$ cat src/hw/rtl/gripper_motion_settle_monitor_top_macros.svh
// Assertion macros for the gripper motion settle monitor.
// Included by the top level; needs no other file.
`ifndef GRIPPER_MOTION_SETTLE_MONITOR_TOP_MACROS_SVH
`define GRIPPER_MOTION_SETTLE_MONITOR_TOP_MACROS_SVH

// Same-cycle implication, checked out of reset.
`define GMSM_ASSERT_IMPLY(lbl, clk, rst, ante, cons) \
   lbl: assert property (@(posedge clk) disable iff (rst) (ante) |-> (cons)) \
      else $error("gmsm: same-cycle check failed");

// Next-cycle implication, checked out of reset.
`define GMSM_ASSERT_NEXT(lbl, clk, rst, ante, cons) \
   lbl: assert property (@(posedge clk) disable iff (rst) (ante) |=> (cons)) \
      else $error("gmsm: next-cycle check failed");

`endif

$ cat src/hw/rtl/gmsm_pkg.sv
// Shared types, codes and helpers of the gripper motion settle monitor.
// No dependencies; used by the interfaces and the top level.
`timescale 1ns / 1ps

package gmsm_pkg;

   localparam int unsigned SampleWidth = 16;
   localparam int unsigned MarginWidth = 15;
   localparam int unsigned TickWidth   = 16;
   localparam int unsigned CsrIdxWidth = 3;
   localparam int unsigned CsrDatWidth = 16;

   typedef logic [CsrIdxWidth-1:0]        csr_index_type;
   typedef logic [CsrDatWidth-1:0]        csr_data_type;
   typedef logic signed [SampleWidth-1:0] sample_type;
   typedef logic [MarginWidth-1:0]        margin_type;
   typedef logic [TickWidth-1:0]          tick_type;
   typedef logic [SampleWidth:0]          diff_type;

   // Register indexes of the configuration port.
   localparam csr_index_type CSR_FORCE_LIMIT   = 3'd0;
   localparam csr_index_type CSR_MOVE_MARGIN   = 3'd1;
   localparam csr_index_type CSR_SETTLE_MARGIN = 3'd2;
   localparam csr_index_type CSR_SETTLE_TICKS  = 3'd3;
   localparam csr_index_type CSR_TIMEOUT_TICKS = 3'd4;

   // Register reset values (Q5.10 for the margins, ticks for the counts).
   localparam margin_type RST_FORCE_LIMIT   = 15'd3174;
   localparam margin_type RST_MOVE_MARGIN   = 15'd102;
   localparam margin_type RST_SETTLE_MARGIN = 15'd51;
   localparam tick_type   RST_SETTLE_TICKS  = 16'd20;
   localparam tick_type   RST_TIMEOUT_TICKS = 16'd500;

   localparam logic [1:0] OP_TICK  = 2'd0;
   localparam logic [1:0] OP_OPEN  = 2'd1;
   localparam logic [1:0] OP_CLOSE = 2'd2;

   typedef enum logic [1:0] {
      STATUS_IDLE    = 2'd0,
      STATUS_BUSY    = 2'd1,
      STATUS_OK      = 2'd2,
      STATUS_TIMEOUT = 2'd3
   } status_type;

   // Magnitude of a - b; the 17-bit difference always fits its own magnitude.
   function automatic diff_type abs_diff(input sample_type a, input sample_type b);
      logic signed [SampleWidth:0] d;
      d = {a[SampleWidth-1], a} - {b[SampleWidth-1], b};
      return d[SampleWidth] ? diff_type'(-d) : diff_type'(d);
   endfunction

endpackage

$ cat src/hw/rtl/gmsm_ifs.sv
// Handshake interfaces for the request and response channels.
// Depends on gmsm_pkg for the sample and status types.
`timescale 1ns / 1ps

interface gmsm_req_if;
   import gmsm_pkg::*;

   logic       valid;
   logic       ready;
   logic [1:0] opcode;
   logic       sample_valid;
   sample_type sample_position;
   sample_type sample_force;

   modport source (output valid, opcode, sample_valid, sample_position, sample_force,
                   input ready);
   modport sink (input valid, opcode, sample_valid, sample_position, sample_force,
                 output ready);
endinterface

interface gmsm_rsp_if;
   import gmsm_pkg::*;

   logic       valid;
   logic       ready;
   logic       drive_level;
   status_type status;
   logic       motion_started;

   modport source (output valid, drive_level, status, motion_started, input ready);
   modport sink (input valid, drive_level, status, motion_started, output ready);
endinterface

$ cat src/hw/rtl/gripper_motion_settle_monitor_top.sv
// Gripper motion settle monitor: one response word per request word.
// The response is registered and is valid in the cycle after the request is accepted.
// Throughput: 1 word per cycle; the single output register is the only stage
// and the request side stalls only while a response waits to be taken.
// Reset (synchronous, active high) clears the monitor flags, counters and response valid
// and loads the configuration registers with their default values.
`timescale 1ns / 1ps
`include "gripper_motion_settle_monitor_top_macros.svh"

module gripper_motion_settle_monitor_top (
   input  logic                   clock,
   input  logic                   reset,
   gmsm_req_if.sink               req_if,
   gmsm_rsp_if.source             rsp_if,
   input  logic                   csr_wr_en,
   input  gmsm_pkg::csr_index_type csr_index,
   input  gmsm_pkg::csr_data_type  csr_wdata
);
   import gmsm_pkg::*;

   // Configuration registers.
   margin_type force_limit_ff, move_margin_ff, settle_margin_ff;
   tick_type   settle_ticks_ff, timeout_ticks_ff;

   // Monitor state.
   logic       drive_ff, drive_in;
   logic       active_ff, active_in;
   logic       have_sample_ff, have_sample_in;
   logic       have_start_ff, have_start_in;
   logic       started_ff, started_in;
   sample_type latest_pos_ff, latest_pos_in;
   sample_type latest_force_ff, latest_force_in;
   sample_type start_pos_ff, start_pos_in;
   sample_type settle_ref_ff, settle_ref_in;
   tick_type   elapsed_ff, elapsed_in;
   tick_type   stable_ff, stable_in;

   // Response register.
   logic       rsp_valid_ff, rsp_valid_in;
   logic       rsp_drive_ff;
   status_type rsp_status_ff, status_in;
   logic       rsp_started_ff;

   logic       req_fire;
   logic       is_cmd;
   logic       fresh;
   logic       force_hit;
   logic       settle_moved;
   tick_type   stable_base;
   sample_type cur_pos, cur_force, start_sel, ref_sel;
   diff_type   move_diff, settle_diff;

   assign req_if.ready = !rsp_valid_ff || rsp_if.ready;
   assign req_fire     = req_if.valid && req_if.ready;
   assign is_cmd       = req_if.opcode inside {OP_OPEN, OP_CLOSE};

   assign rsp_if.valid          = rsp_valid_ff;
   assign rsp_if.drive_level    = rsp_drive_ff;
   assign rsp_if.status         = rsp_status_ff;
   assign rsp_if.motion_started = rsp_started_ff;

   // Sample seen by this tick, and the references it is checked against.
   assign cur_pos   = req_if.sample_valid ? req_if.sample_position : latest_pos_ff;
   assign cur_force = req_if.sample_valid ? req_if.sample_force : latest_force_ff;
   assign fresh     = !have_start_ff;
   assign start_sel = fresh ? cur_pos : start_pos_ff;
   assign ref_sel   = fresh ? cur_pos : settle_ref_ff;
   assign move_diff   = abs_diff(cur_pos, start_sel);
   assign settle_diff = abs_diff(cur_pos, ref_sel);
   assign force_hit   = $signed({cur_force[SampleWidth-1], cur_force})
                        > $signed({2'b00, force_limit_ff});
   assign settle_moved = settle_diff > {2'b00, settle_margin_ff};
   assign stable_base  = fresh ? '0 : stable_ff;

   always_comb begin
      drive_in        = drive_ff;
      active_in       = active_ff;
      have_sample_in  = have_sample_ff;
      have_start_in   = have_start_ff;
      started_in      = started_ff;
      latest_pos_in   = latest_pos_ff;
      latest_force_in = latest_force_ff;
      start_pos_in    = start_pos_ff;
      settle_ref_in   = settle_ref_ff;
      elapsed_in      = elapsed_ff;
      stable_in       = stable_ff;
      status_in       = STATUS_IDLE;
      if (is_cmd) begin
         drive_in       = (req_if.opcode == OP_CLOSE);
         active_in      = 1'b1;
         have_sample_in = 1'b0;
         have_start_in  = 1'b0;
         started_in     = 1'b0;
         elapsed_in     = '0;
         stable_in      = '0;
         status_in      = STATUS_BUSY;
      end else begin
         latest_pos_in   = cur_pos;
         latest_force_in = cur_force;
         have_sample_in  = have_sample_ff || req_if.sample_valid;
         if (active_ff) begin
            if (elapsed_ff >= timeout_ticks_ff) begin
               active_in = 1'b0;
               status_in = STATUS_TIMEOUT;
            end else begin
               elapsed_in = elapsed_ff + tick_type'(1);
               status_in  = STATUS_BUSY;
               if (have_sample_in) begin
                  have_start_in = 1'b1;
                  start_pos_in  = start_sel;
                  started_in    = started_ff || force_hit
                                  || (move_diff > {2'b00, move_margin_ff});
                  if (settle_moved) begin
                     settle_ref_in = cur_pos;
                     stable_in     = '0;
                  end else begin
                     settle_ref_in = ref_sel;
                     if (!fresh && stable_ff != '1) begin
                        stable_in = stable_ff + tick_type'(1);
                     end else begin
                        stable_in = stable_base;
                     end
                  end
                  if (started_in && stable_in > settle_ticks_ff) begin
                     active_in = 1'b0;
                     status_in = STATUS_OK;
                  end
               end
            end
         end
      end
   end

   assign rsp_valid_in = req_fire || (rsp_valid_ff && !rsp_if.ready);

   always_ff @(posedge clock) begin
      if (reset) begin
         force_limit_ff   <= RST_FORCE_LIMIT;
         move_margin_ff   <= RST_MOVE_MARGIN;
         settle_margin_ff <= RST_SETTLE_MARGIN;
         settle_ticks_ff  <= RST_SETTLE_TICKS;
         timeout_ticks_ff <= RST_TIMEOUT_TICKS;
      end else if (csr_wr_en) begin
         case (csr_index)
            CSR_FORCE_LIMIT:   force_limit_ff   <= csr_wdata[MarginWidth-1:0];
            CSR_MOVE_MARGIN:   move_margin_ff   <= csr_wdata[MarginWidth-1:0];
            CSR_SETTLE_MARGIN: settle_margin_ff <= csr_wdata[MarginWidth-1:0];
            CSR_SETTLE_TICKS:  settle_ticks_ff  <= csr_wdata[TickWidth-1:0];
            CSR_TIMEOUT_TICKS: timeout_ticks_ff <= csr_wdata[TickWidth-1:0];
            default: ;
         endcase
      end
   end

   always_ff @(posedge clock) begin
      if (reset) begin
         drive_ff       <= 1'b0;
         active_ff      <= 1'b0;
         have_sample_ff <= 1'b0;
         have_start_ff  <= 1'b0;
         started_ff     <= 1'b0;
         elapsed_ff     <= '0;
         stable_ff      <= '0;
         rsp_valid_ff   <= 1'b0;
      end else begin
         rsp_valid_ff <= rsp_valid_in;
         if (req_fire) begin
            drive_ff       <= drive_in;
            active_ff      <= active_in;
            have_sample_ff <= have_sample_in;
            have_start_ff  <= have_start_in;
            started_ff     <= started_in;
            elapsed_ff     <= elapsed_in;
            stable_ff      <= stable_in;
         end
      end
   end

   // Sample and reference registers are only read once their flags are set.
   always_ff @(posedge clock) begin
      if (req_fire) begin
         latest_pos_ff   <= latest_pos_in;
         latest_force_ff <= latest_force_in;
         start_pos_ff    <= start_pos_in;
         settle_ref_ff   <= settle_ref_in;
         rsp_drive_ff    <= drive_in;
         rsp_status_ff   <= status_in;
         rsp_started_ff  <= started_in;
      end
   end

   `GMSM_ASSERT_NEXT(a_cmd_reports_busy, clock, reset, req_fire && is_cmd,
      rsp_if.valid && rsp_if.status == STATUS_BUSY && !rsp_if.motion_started && active_ff)
   `GMSM_ASSERT_NEXT(a_idle_tick_reports_idle, clock, reset, req_fire && !is_cmd && !active_ff,
      rsp_if.valid && rsp_if.status == STATUS_IDLE && !active_ff)
   `GMSM_ASSERT_IMPLY(a_outcome_disarms, clock, reset,
      rsp_valid_ff && (rsp_status_ff == STATUS_OK || rsp_status_ff == STATUS_TIMEOUT),
      !active_ff)

endmodule
$ cat src/flat_wrapper.sv
// flat-port wrapper written by rule: the top's interface ports become plain ports
module gripper_motion_settle_monitor_top_flat import gmsm_pkg::*;
  (clock, reset, csr_wr_en, csr_index, csr_wdata, req_if_valid, req_if_opcode, req_if_sample_valid, req_if_sample_position, req_if_sample_force, req_if_ready, rsp_if_valid, rsp_if_drive_level, rsp_if_status, rsp_if_motion_started, rsp_if_ready);
  gmsm_req_if req_if_i ();
  gmsm_rsp_if rsp_if_i ();
  input  logic clock;
  input  logic reset;
  input  logic csr_wr_en;
  input  gmsm_pkg::csr_index_type csr_index;
  input  gmsm_pkg::csr_data_type csr_wdata;
  input wire logic [$bits(req_if_i.valid)-1:0] req_if_valid;
  input wire logic [$bits(req_if_i.opcode)-1:0] req_if_opcode;
  input wire logic [$bits(req_if_i.sample_valid)-1:0] req_if_sample_valid;
  input wire logic [$bits(req_if_i.sample_position)-1:0] req_if_sample_position;
  input wire logic [$bits(req_if_i.sample_force)-1:0] req_if_sample_force;
  output wire logic [$bits(req_if_i.ready)-1:0] req_if_ready;
  output wire logic [$bits(rsp_if_i.valid)-1:0] rsp_if_valid;
  output wire logic [$bits(rsp_if_i.drive_level)-1:0] rsp_if_drive_level;
  output wire logic [$bits(rsp_if_i.status)-1:0] rsp_if_status;
  output wire logic [$bits(rsp_if_i.motion_started)-1:0] rsp_if_motion_started;
  input wire logic [$bits(rsp_if_i.ready)-1:0] rsp_if_ready;
  assign req_if_i.valid = req_if_valid;
  assign req_if_i.opcode = req_if_opcode;
  assign req_if_i.sample_valid = req_if_sample_valid;
  assign req_if_i.sample_position = req_if_sample_position;
  assign req_if_i.sample_force = req_if_sample_force;
  assign req_if_ready = req_if_i.ready;
  assign rsp_if_valid = rsp_if_i.valid;
  assign rsp_if_drive_level = rsp_if_i.drive_level;
  assign rsp_if_status = rsp_if_i.status;
  assign rsp_if_motion_started = rsp_if_i.motion_started;
  assign rsp_if_i.ready = rsp_if_ready;
  gripper_motion_settle_monitor_top u_core (.clock(clock), .reset(reset), .req_if(req_if_i), .rsp_if(rsp_if_i), .csr_wr_en(csr_wr_en), .csr_index(csr_index), .csr_wdata(csr_wdata));
endmodule
$ cat config.mk
export PLATFORM = sky130hd
export DESIGN_NAME = gripper_motion_settle_monitor_top_flat
export DESIGN_NICKNAME = d
export VERILOG_FILES = /design/src/hw/rtl/gmsm_pkg.sv /design/src/hw/rtl/gmsm_ifs.sv /design/src/hw/rtl/gripper_motion_settle_monitor_top.sv /design/src/flat_wrapper.sv
export VERILOG_INCLUDE_DIRS = /design/src /design/src/hw/rtl
export SDC_FILE = /design/constraint.sdc
export NUM_CORES = 1
export LEC_CHECK = 0
export ABC_AREA = 1
export ABC_CLOCK_PERIOD_IN_PS = 10600
export BUFFER_PORTS_ARGS = -buffer_cell sky130_fd_sc_hd__buf_2
export CORE_UTILIZATION = 40
export DETAILED_ROUTE_END_ITERATION = 16
export HOLD_SLACK_MARGIN = 0.05
export PLACE_DENSITY = 0.59
export SETUP_SLACK_MARGIN = 0.3
export SYNTH_ARGS = -nofsm -noshare
export SYNTH_HDL_FRONTEND = slang
export SYNTH_SLANG_ARGS = --single-unit
export TNS_END_PERCENT = 100
$ cat constraint.sdc
create_clock -name clock -period 10.6 [get_ports clock]
set_clock_uncertainty 0.15 [all_clocks]
set_input_delay 1.06 -clock clock [delete_from_list [all_inputs] [get_ports clock]]
set_output_delay 1.06 -clock clock [all_outputs]
set_load 0.005 [all_outputs]
# ---- After elaboration in Yosys (flattened, before gate mapping)
# Cells that the tools add are included.
dict set report totals {
  wordCells 108
  regBits 183
  out_inout_bits 6
  inputBits 59
}
dict set report classes {
  n_addsub 6
  order_cmp 5
  mux 40
  eq_ne 8
  reduce_logical 25
  bitwise_logic 3
}
# op n
set op_table {}
lappend op_table {{two-way mux 16 bit} 19}
lappend op_table {{greater-than comparator 17 x 15 -> 1 bit} 2}
lappend op_table {{two-way mux 17 bit} 2}
lappend op_table {{negation 17 bit} 2}
lappend op_table {{subtractor 16 x 16 -> 17 bit} 2}
lappend op_table {{adder 16 x 1 -> 16 bit (second input constant)} 2}
lappend op_table {{greater-than comparator 16 bit} 2}
lappend op_table {{>= comparator 16 bit} 1}
lappend op_table {{two-way mux 1 bit} 16}
lappend op_table {{!= test 16 bit (second input constant)} 1}
lappend op_table {{AND reduction 2 bit} 6}
lappend op_table {{== test 3 x 2 -> 1 bit (second input constant)} 2}
lappend op_table {{two-way mux 2 bit} 3}
lappend op_table {{nonzero test 2 bit} 3}
lappend op_table {{logical OR 1 bit} 5}
lappend op_table {{AND reduction 5 bit} 1}
lappend op_table {{logical AND 1 bit} 4}
lappend op_table {{AND reduction 4 bit} 1}
lappend op_table {{== test 3 x 1 -> 1 bit (second input constant)} 1}
lappend op_table {{== test 3 bit (second input constant)} 1}
lappend op_table {{logical NOT 3 bit} 1}
lappend op_table {{inverter 1 bit} 3}
lappend op_table {{AND reduction 3 bit} 1}
lappend op_table {{== test 2 x 1 -> 1 bit (second input constant)} 1}
lappend op_table {{4 further kinds} 5}

# ---- Longest topological paths before layout
dict set report logic_depth {
  ltp_word 18
  mapped_depth 51
  depth_no_buf 50
}

# ---- Worst setup path after synthesis
# OpenSTA, ideal clock, no wires.
dict set report synth_path {
  kind {input port to flip-flop}
  start {input port req_if_sample_valid}
  end {register u_core.rsp_status_ff[1], in the netlist u_core.rsp_if.status[1] (data pin)}
  t_arrival_ps 6225
  path_stages 48
  required_time_ps 10192
  slack_ps 3968
  n_path_buf 2
  setup_time_ps 258
  cell_sequence {inv_2 clkbuf_1 or2_2 o21ai_0 nor2_1 a21oi_1 ha_1 a21oi_1 nand2_1 nand2_1 nand2_1 nand3_1 o2111ai_1 or2_4 nand2_4 nor2_1 xnor2_1 inv_1 [... 12 more ...] nand2_8 buf_6 nor2_1 ha_1 inv_1 nor2_1 o21bai_1 nand2_1 a21oi_1 nor2_1 o21bai_1 a21oi_1 nor3_1 nor2_1 nand2_1 nand2_1 nand2_1 nor2_1}
}
dict set report synth_via {
  elab_chain_len 16
  elab_cells_between_ends 26
  cone_classes {add/sub (4); order compare (4); mux (14); reduce/logical (4)}
}
# element line
set synth_lines {}
lappend synth_lines {{start: declaration} flat_wrapper.sv:13} ;# input wire logic [$bits(req_if_i.sample_valid)-1:0] req_if_sample_valid;
lappend synth_lines {{two-way mux 16 bit} gripper_motion_settle_monitor_top.sv:63} ;# assign cur_pos = req_if.sample_valid ? req_if.sample_position : latest_pos_ff;
lappend synth_lines {{two-way mux 16 bit} gripper_motion_settle_monitor_top.sv:67} ;# assign ref_sel = fresh ? cur_pos : settle_ref_ff;
lappend synth_lines {{subtractor 16 x 16 -> 17 bit} gmsm_pkg.sv:48} ;# d = {a[SampleWidth-1], a} - {b[SampleWidth-1], b};
lappend synth_lines {{negation 17 bit} gmsm_pkg.sv:49} ;# return d[SampleWidth] ? diff_type'(-d) : diff_type'(d);
lappend synth_lines {{two-way mux 17 bit} gmsm_pkg.sv:49}
lappend synth_lines {{greater-than comparator 17 x 15 -> 1 bit} gripper_motion_settle_monitor_top.sv:72} ;# assign settle_moved = settle_diff > {2'b00, settle_margin_ff};
lappend synth_lines {{two-way mux 16 bit} gripper_motion_settle_monitor_top.sv:113} ;# if (settle_moved) begin
lappend synth_lines {{two-way mux 16 bit} gripper_motion_settle_monitor_top.sv:108} ;# if (have_sample_in) begin
lappend synth_lines {{two-way mux 16 bit} gripper_motion_settle_monitor_top.sv:102} ;# if (elapsed_ff >= timeout_ticks_ff) begin
lappend synth_lines {{two-way mux 16 bit} gripper_motion_settle_monitor_top.sv:101} ;# if (active_ff) begin
lappend synth_lines {{two-way mux 16 bit} gripper_motion_settle_monitor_top.sv:88} ;# if (is_cmd) begin
lappend synth_lines {{greater-than comparator 16 bit} gripper_motion_settle_monitor_top.sv:124} ;# if (started_in && stable_in > settle_ticks_ff) begin
lappend synth_lines {{logical AND 1 bit} gripper_motion_settle_monitor_top.sv:124}
lappend synth_lines {{two-way mux 2 bit} gripper_motion_settle_monitor_top.sv:124}
lappend synth_lines {{two-way mux 2 bit *} gripper_motion_settle_monitor_top.sv:108}
lappend synth_lines {{two-way mux 2 bit *} gripper_motion_settle_monitor_top.sv:102}
lappend synth_lines {{end signal: assignment} gripper_motion_settle_monitor_top.sv:187} ;# rsp_status_ff <= status_in;
lappend synth_lines {{end: declaration} gripper_motion_settle_monitor_top.sv:41} ;# status_type rsp_status_ff, status_in;
# Mark *: on every way between the ends. The rest lies on a longest branch, timed or not. The select of a mux whose other input is x is not followed.
# A chain may end at the register's enable or synchronous reset.

# ---- Final worst setup path
# Ends and elaborated chain as after synthesis.

==> impl_metrics.env <==
export IMPL_result_of_the_run="completed"
export IMPL_final_max_slew_violation_count=0
export IMPL_hold_viol=0
export IMPL_num_rows=64
export IMPL_seqCellArea_sq_um=4345
export IMPL_syn_avg_cell_area_sq_um=7.220
export IMPL_wl_mm=31.88
export IMPL_drc_violation_total_after_the_first_tritonroute_iteration=746
export IMPL_maximum_number_of_pins_on_one_net_before_global_route_repair=79
export IMPL_avgRoutedWirePerCell_microns=14.62
export IMPL_die_h_microns=178.5
export IMPL_detail_route_first_pass_iterations=7
export IMPL_timing_worst_slew_pin_value_ps=1158
export IMPL_insertedDiodeCount=0
export IMPL_critical_path_endpoint_type="register"
export IMPL_netlist_area_sq_um=12460
export IMPL_tritoncts_clock_tree="done"
export IMPL_grt_util_all_layers=0.2092
export IMPL_final_setup_viol_count=0
export IMPL_synth_enable_flop_cells=68
export IMPL_multiInputGateArea_sq_um=6832
export IMPL_route_detailed_drc=0
export IMPL_flops_latches_synth=183
export IMPL_worst_path_buf_inv=7
export IMPL_worst_path_most_repeated_cell="sky130_fd_sc_hd__nor2_1"
export IMPL_critical_path_max_fanout=46
export IMPL_fin_crit_ps=8124
export IMPL_cts_sinks=183
export IMPL_fin_nets=1947
export IMPL_dp_hpwl_mm=24.23
export IMPL_cts_max_path_buffers=2
export IMPL_pwr_density_cell_nw_per_um2=172.9
export IMPL_synth_async_reset_ratio=0
export IMPL_synth_yosys_seq_area_share=0.3486
export IMPL_worst_setup_path_type="in2reg"
export IMPL_setup_tns_ps=0
export IMPL_worst_path_largest_cell_delay_ps=550
export IMPL_power_leakage_uw=0.006265
export IMPL_fmax_mhz=123.1
export IMPL_rsz0062_at_grt="no"
export IMPL_cts_root_buf="sky130_fd_sc_hd__clkbuf_16"
export IMPL_floorplan_die_width_microns=178.5
export IMPL_antenna_violations_before_repair=0
export IMPL_timing_critical_path_from_type="input port"
export IMPL_replace_congestion=0.8820
export IMPL_synth_ff_type="sky130_fd_sc_hd__dfxtp_1"
export IMPL_placeableCoreArea_sq_um=30590
export IMPL_floorplan_initialDensity=0.4074
export IMPL_path_clk_slew_ps=80
export IMPL_fp_dieArea_sq_um=31860
export IMPL_maxCapViolations=0
export IMPL_worstSkewPairLatency_ps=460
export IMPL_post_cts_resized=0
export IMPL_cp_data_arrival_time_ps=8170
export IMPL_filler_cell_count=3163
export IMPL_grt_overflow_total=0
export IMPL_postCtsHoldBufs=0
export IMPL_max_slew_margin=0.2280
export IMPL_yosysWarningCount=0
export IMPL_cts_buffers=17
export IMPL_first_pass_grt_wire_length_mm=51.90
export IMPL_grt_pass1_vias=10250
export IMPL_floorplan_io_pins=65
export IMPL_detailroute_via_count=11040
export IMPL_htreeDepth=4
export IMPL_ir_drop_uv=115.9
export IMPL_detail_route_antenna_nets=0
export IMPL_min_period_over_period=0.7664
export IMPL_post_drt_via_cell_ratio=5.063
export IMPL_numPortBuffers=64
export IMPL_crit_path_required_time_ps=10650
export IMPL_crit_path_top_delay_cell="sky130_fd_sc_hd__a21oi_4"
export IMPL_crit_family="simple AND/OR/NAND/NOR gates"
export IMPL_setup_bufs_post_cts=0
export IMPL_layout_drive_gt1_share=0.1042
export IMPL_hp_class="reg2reg"
export IMPL_syn_num_nets=1901
export IMPL_design_power_total_uw=2363
export IMPL_gate_count_of_the_mapped_netlist=1726
export IMPL_synthToLayoutAreaGrowth_pct=9.679
export IMPL_yosysUniqueCellTypes=49
export IMPL_finish_utilization=0.4468
cell type report:
type / instances / share of cell area
Tap cell: 396 / 0.03625
Sequential cell: 183 / 0.3179
Clock inverter: 15 / 0.009520
Timing Repair Buffer: 70 / 0.02673
Multi-Input combinational cell: 1215 / 0.4998
Clock buffer: 17 / 0.03112
Inverter: 285 / 0.07863
registers in the layout (all words and copies together) (netlist names), 2 cells and up:
signal,count
u_core.force_limit_ff,15
u_core.latest_force_ff,16
u_core.elapsed_ff,16
u_core.settle_margin_ff,15
u_core.stable_ff,16
u_core.latest_pos_ff,16
u_core.move_margin_ff,15
u_core.settle_ref_ff,16
u_core.start_pos_ff,16
u_core.timeout_ticks_ff,16
u_core.settle_ticks_ff,16
u_core.rsp_if.status,2
placed cells by master, fill, tap and decap left out, types with 7 or more instances in the layout:
cell type and n:
sky130_fd_sc_hd__nand2_1 369, sky130_fd_sc_hd__inv_1 276, sky130_fd_sc_hd__a21oi_1 181, sky130_fd_sc_hd__nor2_1 145, sky130_fd_sc_hd__o21ai_0 114, sky130_fd_sc_hd__ha_1 114, sky130_fd_sc_hd__dfxtp_1 114, sky130_fd_sc_hd__nand3_1 73
sky130_fd_sc_hd__edfxtp_1 68, sky130_fd_sc_hd__buf_2 64, sky130_fd_sc_hd__nand4_1 29, sky130_fd_sc_hd__xor2_1 24, sky130_fd_sc_hd__nor3_1 22, sky130_fd_sc_hd__o211ai_1 22, sky130_fd_sc_hd__or2_2 19, sky130_fd_sc_hd__nand2_2 19
sky130_fd_sc_hd__o21ai_2 17, sky130_fd_sc_hd__clkbuf_16 17, sky130_fd_sc_hd__nand3b_1 10, sky130_fd_sc_hd__xnor2_1 7
synthesized netlist by cell type, drive strengths merged (28+ instances only):
cell	n	area share
o21ai	134	0.059
inv	282	0.085
nor2	151	0.047
a21oi	185	0.076
nand2	391	0.12
edfxtp	68	0.16
clkbuf	33	0.0099
nand3	74	0.030
nand4	30	0.016
ha	114	0.11
dfxtp	115	0.18
nor3	28	0.014
per-layer routing:
| metal | vias to the layer above | global-route usage | part of all wire |
|---|---|---|---|
| li1 | 5772 | - | - |
| met1 | 5046 | 0.2870 | 0.50 |
| met2 | 199 | 0.3411 | 0.45 |
| met3 | 25 | 0.03197 | 0.036 |
| met4 | 0 | 0.05332 | 0.012 |
| met5 | - | 0 | 0 |
worst reg2reg max path: cells and delay by family (launching register included):
kind                     cells  cell delay, ps
AO/OA/AOI/OAI               12            1910
XOR/XNOR                     1             120
adder cells (fa/ha/maj)      4            1130
buffers and inverters        5             760
flip-flops                   1             460
AND/OR/NAND/NOR             24            2460
report_power, final:
group	switching (uW)	internal, uW	total, uW
combinational	631	315	946
clock	317	311	628
sequential	9.16	780	789
total	957	1410	2360
cell families (layout without fill, tap and decap cells):
logic type      count (synthesis)  in the layout  share of synthesized area
xor+xnor                       31             31                    0.02179
simple gates                  711            711                     0.2502
flops                         183            183                     0.3486
buf+inv                       328            387                     0.1038
fa+ha+maj                     116            116                     0.1177
compound gates                357            357                     0.1579
final timing paths:
kind	from	endpoint	slack [ps]	cells after the start
worst max-delay path	req_if_sample_valid	u_core.rsp_if.status[1]$_SDFFCE_PP0P_	2480	46
worst min register to register	u_core.move_margin_ff[14]$_SDFFE_PP0P_	u_core.move_margin_ff[14]$_SDFFE_PP0P_	310	2
worst min-delay path	u_core.move_margin_ff[14]$_SDFFE_PP0P_	u_core.move_margin_ff[14]$_SDFFE_PP0P_	310	2
worst max register to register	u_core.have_start_ff$_SDFFE_PP0P_	u_core.rsp_if.status[1]$_SDFFCE_PP0P_	3390	46
per-stage QoR:
step	cell area, sq um	setup WS, ps	hold slack [ps]	cells
2_1_floorplan	12460	3968	274.5	1726
3_3_place_gp	13110	2169	290.2	2149
3_5_place_dp	13110	2006	303.3	2149
4_1_cts	13670	2498	312.7	2181
5_1_grt	13670	1796	335.1	2181
6_report	13670	2476	311.3	2181
Note: power is estimated with default switching activity, not from simulation.
